--- src/hw/rtl/rwl_pkg.sv ---
// Package for the rotated-window least-squares acceleration block.
// Holds window sizing, derived datapath widths and the divider handshake types.
// No dependencies.
package rwl_pkg;

    localparam int NP       = 5;                 // points in the fit window
    localparam int HIST_N   = 3 * NP;            // stored velocity words
    localparam int KW       = $clog2(NP);        // window index width
    localparam int HW       = $clog2(HIST_N);    // history index width
    localparam int VW       = 32;                // velocity / acceleration width
    localparam int STEPW    = 24;                // time step width
    localparam int ROTW     = 16;                // rotation entry width
    localparam int ROT_FRAC = 14;                // fraction bits of rotation entries
    localparam int ROT_HALF = 8192;              // half LSB after the rotation shift
    localparam int ACC_FRAC = 20;                // scale of the slope numerator
    localparam int TW       = STEPW + $clog2(NP);
    localparam int SUMW     = TW + $clog2(NP);
    localparam int DW       = SUMW + 2;          // centered time, signed
    localparam int MULW     = (DW > VW) ? DW + 1 : VW + 1;
    localparam int PW       = 2 * MULW;
    localparam int ACCW     = PW + $clog2(NP) + 1;
    localparam int NUMW     = ACCW + $clog2(NP) + 1 + ACC_FRAC;
    localparam int CW       = NUMW - VW;         // numerator above the quotient bits

    typedef struct packed {
        logic start;
        logic neg;
    } div_req_t;

    typedef struct packed {
        logic                 done;
        logic signed [VW-1:0] value;
    } div_res_t;

endpackage

--- src/hw/rtl/rwl_div.sv ---
// Restoring divider for the slope: |N| * NP * 2^20 / D, one quotient bit per cycle,
// saturated to the signed 32-bit range. Depends on rwl_pkg.
module rwl_div (
    input  logic                     clk,
    input  logic                     rst_n,
    input  rwl_pkg::div_req_t        req,
    input  logic [rwl_pkg::ACCW-1:0] mag,
    input  logic [rwl_pkg::ACCW-1:0] den,
    output rwl_pkg::div_res_t        res
);

    typedef enum logic [1:0] {DV_IDLE, DV_CHK, DV_RUN, DV_FIN} dv_state_t;

    dv_state_t                      state_reg;
    logic [rwl_pkg::NUMW-1:0]       num_reg;
    logic [rwl_pkg::ACCW-1:0]       den_reg;
    logic [rwl_pkg::ACCW-1:0]       rem_reg;
    logic [rwl_pkg::VW-1:0]         qsh_reg;
    logic [4:0]                     cnt_reg;
    logic                           neg_reg;
    logic                           sat_reg;
    rwl_pkg::div_res_t              res_reg;

    logic [rwl_pkg::ACCW:0]         trial;
    logic                           ge;
    logic [rwl_pkg::CW-1:0]         num_hi;
    logic [rwl_pkg::VW-1:0]         lim;
    logic [rwl_pkg::VW-1:0]         q_sat;

    always_comb
    begin
        trial  = {rem_reg, qsh_reg[rwl_pkg::VW-1]};
        ge     = trial >= {1'b0, den_reg};
        num_hi = num_reg[rwl_pkg::NUMW-1:rwl_pkg::VW];
        lim    = neg_reg ? 32'h8000_0000 : 32'h7fff_ffff;
        q_sat  = (sat_reg || qsh_reg >= lim) ? lim : qsh_reg;
    end

    always_ff @(posedge clk or negedge rst_n)
    begin
        if (!rst_n)
        begin
            state_reg     <= DV_IDLE;
            res_reg.done  <= 1'b0;
            res_reg.value <= '0;
            cnt_reg       <= '0;
            sat_reg       <= 1'b0;
            neg_reg       <= 1'b0;
        end
        else
        begin
            res_reg.done <= state_reg == DV_FIN;
            case (state_reg)
                DV_IDLE:
                begin
                    if (req.start)
                    begin
                        num_reg   <= rwl_pkg::NUMW'(rwl_pkg::NUMW'(mag)
                                     * rwl_pkg::NUMW'(rwl_pkg::NP)) << rwl_pkg::ACC_FRAC;
                        den_reg   <= den;
                        neg_reg   <= req.neg;
                        state_reg <= DV_CHK;
                    end
                end
                DV_CHK:
                begin
                    // quotient would need more than 32 bits: saturate
                    if (rwl_pkg::ACCW'(num_hi) >= den_reg)
                    begin
                        sat_reg   <= 1'b1;
                        state_reg <= DV_FIN;
                    end
                    else
                    begin
                        sat_reg   <= 1'b0;
                        rem_reg   <= rwl_pkg::ACCW'(num_hi);
                        qsh_reg   <= num_reg[rwl_pkg::VW-1:0];
                        cnt_reg   <= 5'd31;
                        state_reg <= DV_RUN;
                    end
                end
                DV_RUN:
                begin
                    rem_reg <= ge ? rwl_pkg::ACCW'(trial - {1'b0, den_reg})
                                  : trial[rwl_pkg::ACCW-1:0];
                    qsh_reg <= {qsh_reg[rwl_pkg::VW-2:0], ge};
                    cnt_reg <= cnt_reg - 5'd1;
                    if (cnt_reg == 5'd0)
                    begin
                        state_reg <= DV_FIN;
                    end
                end
                DV_FIN:
                begin
                    res_reg.value <= neg_reg ? -q_sat : q_sat;
                    state_reg     <= DV_IDLE;
                end
                default:
                begin
                    state_reg <= DV_IDLE;
                end
            endcase
        end
    end

    assign res = res_reg;

    a_rem_below_den: assert property (@(posedge clk) disable iff (!rst_n)
        state_reg == DV_RUN |-> rem_reg < den_reg)
        else $error("divider remainder not below divisor");

    a_done_pulse: assert property (@(posedge clk) disable iff (!rst_n)
        res_reg.done |=> !res_reg.done)
        else $error("divider done held longer than one cycle");

    a_start_idle: assert property (@(posedge clk) disable iff (!rst_n)
        (req.start && state_reg != DV_IDLE) |-> 1'b0)
        else $error("divider started while busy");

endmodule

--- config.mk ---
export PLATFORM = sky130hd
export DESIGN_NAME = rwl_div
export DESIGN_NICKNAME = d
export VERILOG_FILES = /design/src/hw/rtl/rwl_pkg.sv /design/src/hw/rtl/rwl_div.sv
export SDC_FILE = /design/constraint.sdc
export NUM_CORES = 1
export LEC_CHECK = 0
export BUFFER_PORTS_ARGS = -buffer_cell sky130_fd_sc_hd__buf_2
export CAP_MARGIN = 20
export CORE_ASPECT_RATIO = 0.75
export CORE_MARGIN = 2
export CORE_UTILIZATION = 30
export CTS_BUF_LIST = sky130_fd_sc_hd__clkbuf_16
export DETAILED_ROUTE_END_ITERATION = 6
export SLEW_MARGIN = 10
export SYNTH_ARGS = -nofsm -noshare
export SYNTH_HDL_FRONTEND = slang
export SYNTH_SLANG_ARGS = --single-unit
export TNS_END_PERCENT = 20
--- constraint.sdc ---
create_clock -name clk -period 6 [get_ports clk]
set_input_delay 1.8 -clock clk [delete_from_list [all_inputs] [get_ports clk]]
set_output_delay 1.8 -clock clk [all_outputs]
set_load 0.02 [all_outputs]
## Word-level counts from Yosys, hierarchy flattened

Cells that the tools add are included.
Widths: inputs -> output; s select.

- Flip-flop bits (word level): 287
- Bits in latches: 0
- Memory bits (writable): 0
- Bits in read-only memories: 0
- Output and inout bits: 33
- Word-level logic and storage cells: 47
- Memories kept: 0

- $add $sub $neg: 3
- Multipliers: 1
- Div/mod/pow operators: 0
- Magnitude comparators: 3
- Eq/ne operators: 6
- Shifts and indexed selects: 0
- Multiplexer cells: 15
- Bitwise gates (word level): 0
- Reduce and logical (&&, ||, !) cells: 9

Operators by type and width:

| operator | count |
|---|---|
| $mux 70 | 2 |
| $pmux 70 s2 | 1 |
| $mux 32 | 4 |
| $mul 70x3->73 const B | 1 |
| $ge 71x70->1 | 1 |
| $ge 61x70->1 | 1 |
| $sub 70x70->70 | 1 |
| $pmux 32 s2 | 1 |
| $ge 32x32->1 | 1 |
| $neg 32->32 | 1 |
| $pmux 5 s2 | 1 |
| $pmux 2 s4 | 1 |
| $ne 2x2->1 const B | 3 |
| $reduce_and 2->1 | 3 |
| $reduce_and 3->1 | 2 |
| $logic_not 5->1 | 1 |
| $mux 5 | 1 |
| $sub 5x1->5 const B | 1 |
| $eq 2x2->1 const B | 2 |
| $mux 2 | 2 |
| $eq 2x1->1 const B | 1 |
| $logic_not 2->1 | 1 |
| $mux 1 | 2 |
| $reduce_bool 2->1 | 1 |
| $logic_or 1x1->1 | 1 |

## Logic depth before layout (Yosys ltp)

- Depth after elaboration: 6
- Depth in mapped cells: 27
- Mapped depth without buffers: 23

## Worst setup path after synthesis

Ideal clock, no wire load.

- Path kind: input -> register
- Start: input port rst_n
- End: register den_reg[0] (netlist bit) (enable)
- Data arrival time: 5137 ps
- Data required time: 5480 ps
- Slack: 342 ps
- Stages on the path: 1
- Buffers on the path: 0
- Path through: and3_1

- Longest elaborated chain between the ends: 1

Ends and longest elaborated chain:

| element | line | RTL |
|---|---|---|
| start, declared | rwl_div.sv:5 | `input logic rst_n,` |
| $reduce_and 3->1 (no line) | n/a |  |
| end signal, assigned | rwl_div.sv:60 | `den_reg <= den;` |
| end, declared | rwl_div.sv:16 | `logic [rwl_pkg::ACCW-1:0] den_reg;` |

Every way passes these cells.
A chain may end at the register's enable or synchronous reset.

## Worst setup path in the final report

- Start: input port mag[2] (netlist bit)
- End: register num_reg[90] (netlist bit) (data pin)

- Longest elaborated chain between the ends: 1

Ends and longest elaborated chain:

| element | line | RTL |
|---|---|---|
| start, declared | rwl_div.sv:7 | `input logic [rwl_pkg::ACCW-1:0] mag,` |
| $mul 70x3->73 | rwl_div.sv:59 | `* rwl_pkg::NUMW'(rwl_pkg::NP)) << rwl_pkg::ACC_FRAC;` |
| end signal, assigned | rwl_div.sv:58 | `num_reg <= rwl_pkg::NUMW'(rwl_pkg::NUMW'(mag)` |
| end, declared | rwl_div.sv:15 | `logic [rwl_pkg::NUMW-1:0] num_reg;` |

Every way passes these cells.

==> flow_summary.toml <==
[critical_path]
arrival_ns = 5.63
crit_path_top_delay_cell = "a221oi_1"
critical_path_required_ns = 6.31
worstRegToRegCells = 22
crit_type = "input pin to flip-flop"
r2r-end = "res[30]"
r2r_slack_ns = 0.69
critical-path-top-delay-family = "compound AO/OA/AOI/OAI gates"
cp_max_fo = 3
endpoint_kind = "flip-flop"
critPathCapture = "num_reg[90]"
worstSetupPathDepth = 16
crit_path_start_kind = "input pin"
crit_chain = "buf_2, ha_1, ha_1, a21o_1, o21ai_0, a31oi_1, a221oi_1, buf_4, a21oi_1, o21bai_1, buf_4, o32a_1, a31oi_1, a21o_1, nor4b_1, or3_1"
path_buf_inv = 3
r2r-start = "neg_reg"
max_stage_delay_ns = 0.48
setup.worst_path.start = "mag[2]"

[synth]
synth_nets = 2985
ys.flop_type = "edfxtp_1"
synthAdderAreaFrac = 0.166
async_flop_share = 0.146
synthesis.area_sq_um = 23300
ys_types = 94
synthXorXnorAreaFrac = 0.0488
synth-edff-count = 245
ys_warn_count = 0
synthCells = 2532
synth_mux_area_frac = 0.0113
ys_ff_latch = 287
synthSimpleGateAreaFrac = 0.164
synth_top_family_by_area = "compound AO/OA/AOI/OAI gates"
syn_area_per_cell_sq_um = 9.21
ys_seq_area_frac = 0.360
synth_compound_area_frac = 0.205

[drt]
wl_per_cell_um = 17.5
wl_met2_um = 26300
viasPerCell = 5.19
drtAntennaViolNets = 0
first_pass_iters = 5
wl_met1_um = 34800
drc = 0
dr_wl_met3_um = 3000
finalWirelength_um = 65100
drtIter0Drc = 1451
highest_layer = "met5"
vias = 19300

[timing]
tns_ns = 0
finalHoldViolCount = 0
timing.final.crit_share = 0.887
drv_slew = 0
worstMarginPinSlew_ns = 1.03
max-slew-margin-rel = 0.314
min_period_ns = 5.32
finClkSkew_ns = 0.0491
setup_violations = 0
rsz0062_at_grt = "no"
fmax_mhz = 188

[clock_tree]
postCtsSetupBuffers = 0
cts_max_path_buffers = 3
cts_resized = 0
clkSinkCount = 287
clk_pin_slew_ns = 0.06
clk_latency_ns = 0.57
cts_buffers = 36
root_buffer = "clkbuf_16"
cts.htree.levels = 2
cts_tree = "yes"
cts_hold_buf = 0

[floorplanning]
pin_count = 177
dieHeight_um = 246
dieWidth_um = 326
initial_utilization = 0.303
core_area_sq_um = 77000
dieArea_sq_um = 80000
num_rows = 88

[place]
io_buffers = 176
place_congestion = 0.883
dp.cells = 3662
dpl.hpwl_um = 50400

[flow_run]
maxCapViolCount = 0

[power_and_ir_drop]
total_power_mw = 10.5
power_density_nw_per_um2 = 400
ir_drop_mv = 0.243
p_leak_nw = 11.4

[grt]
grt_pass1_vias = 18200
grt_pass1_wl_um = 103000
grt-ovfl-total = 0
grt_use_total = 0.159
grt_max_degree = 144
antenna_found_initial = 4

[hold_path]
min_from = "res[13]"
min_path_type = "flip-flop to flip-flop"
min_path_cells = 1

[cells_and_area]
largest_reg_flops = 73
fillers = 7970
stdcell_count = 3725
area_growth_pct = 13.0
fin_nets = 3119
drive_gt1_frac = 0.118

[status]
outcome = "finished, final reports clean"
## placed cells by master (no fill, tap or decap), drive strengths merged, types with 7 or more instances in the layout
master     n
nand4     66
or2       10
clkinv    14
inv      140
o221ai     8
a21boi     8
o211ai    18
nor2     170
and4      11
buf      213
nand2    265
clkbuf    36
xnor2     80
or3       15
and2      29
nor2b     25
a21o     124
and3      32
o21bai    17
edfxtp   245
o2bb2ai    8
ha       307
nor4      20
mux2      18
xor2      50
a211oi    21
o31ai     10
dfrtp     42
a31oi     74
a21oi    222
or4        8
nor3      30
nand3     60
o22ai      7
nand2b    24
o21a      26
o21ai    150
## through the flow
step | util | instance area [sq um] | hold slack [ns] | setup slack (ns)
2_1_floorplan | - | 23300 | 0.487 | 0.342
3_3_place_gp | 0.328 | 25300 | 0.479 | 0.136
3_5_place_dp | 0.328 | 25300 | 0.487 | 0.0815
4_1_cts | 0.342 | 26300 | 0.500 | 0.687
5_1_grt | 0.342 | 26400 | 0.515 | 0.377
6_report | 0.343 | 26400 | 0.489 | 0.678
## area by class of cell
| type | instances | area (sq um) | share of cell area |
|---|---|---|---|
| clock inverters | 23 | 145 | 0.00551 |
| multi-input cells | 1996 | 13900 | 0.527 |
| flip-flops and latches | 287 | 8410 | 0.319 |
| clock buffers | 36 | 901 | 0.0342 |
| inverters | 132 | 495 | 0.0188 |
| well taps | 1035 | 1290 | 0.0491 |
| diodes | 3 | 7.51 | 0.000285 |
| repair buffers | 213 | 1200 | 0.0457 |
## metal layers
| layer | global-route usage | up-vias |
|---|---|---|
| met1 | 0.250 | 9142 |
| met5 | 0 | - |
| met2 | 0.225 | 480 |
| met4 | 0.0386 | 2 |
| li1 | - | 9655 |
| met3 | 0.0202 | 63 |
## Yosys cell counts (60+ instances only)
cell,count,share of area
nand3_1,60,0.013
edfxtp_1,245,0.32
ha_1,307,0.16
nand4_1,66,0.018
clkbuf_1,70,0.011
xnor2_1,80,0.030
o21ai_0,145,0.031
a21oi_1,222,0.048
a21o_1,123,0.040
nand2_1,265,0.043
inv_1,131,0.021
nor2_1,170,0.027
a31oi_1,74,0.020
## report_power, final
group,switching [mW],internal [mW],total (mW)
Clock,0.862,1.13,1.99
Sequential,0.366,2.86,3.22
Combinational,3.30,2.03,5.33
Total,4.53,6.02,10.5
## kinds of logic after synthesis
group	count (synthesis)
AND/OR/NAND/NOR	784
AO/OA/AOI/OAI	749
adder cells (fa/ha/maj)	309
flip-flops	287
buffers and inverters	249
XOR/XNOR	130
multiplexers	24
## worst min-delay path by stage
stage / slack [ns] / to
floorplan: 0.49 / cnt_reg[1]
global placement: 0.48 / res[0]
detailed placement: 0.49 / res[13]
CTS: 0.50 / res[13]
global route: 0.52 / res[13]
finish: 0.49 / res[13]
(Power assumes the default switching activity.)
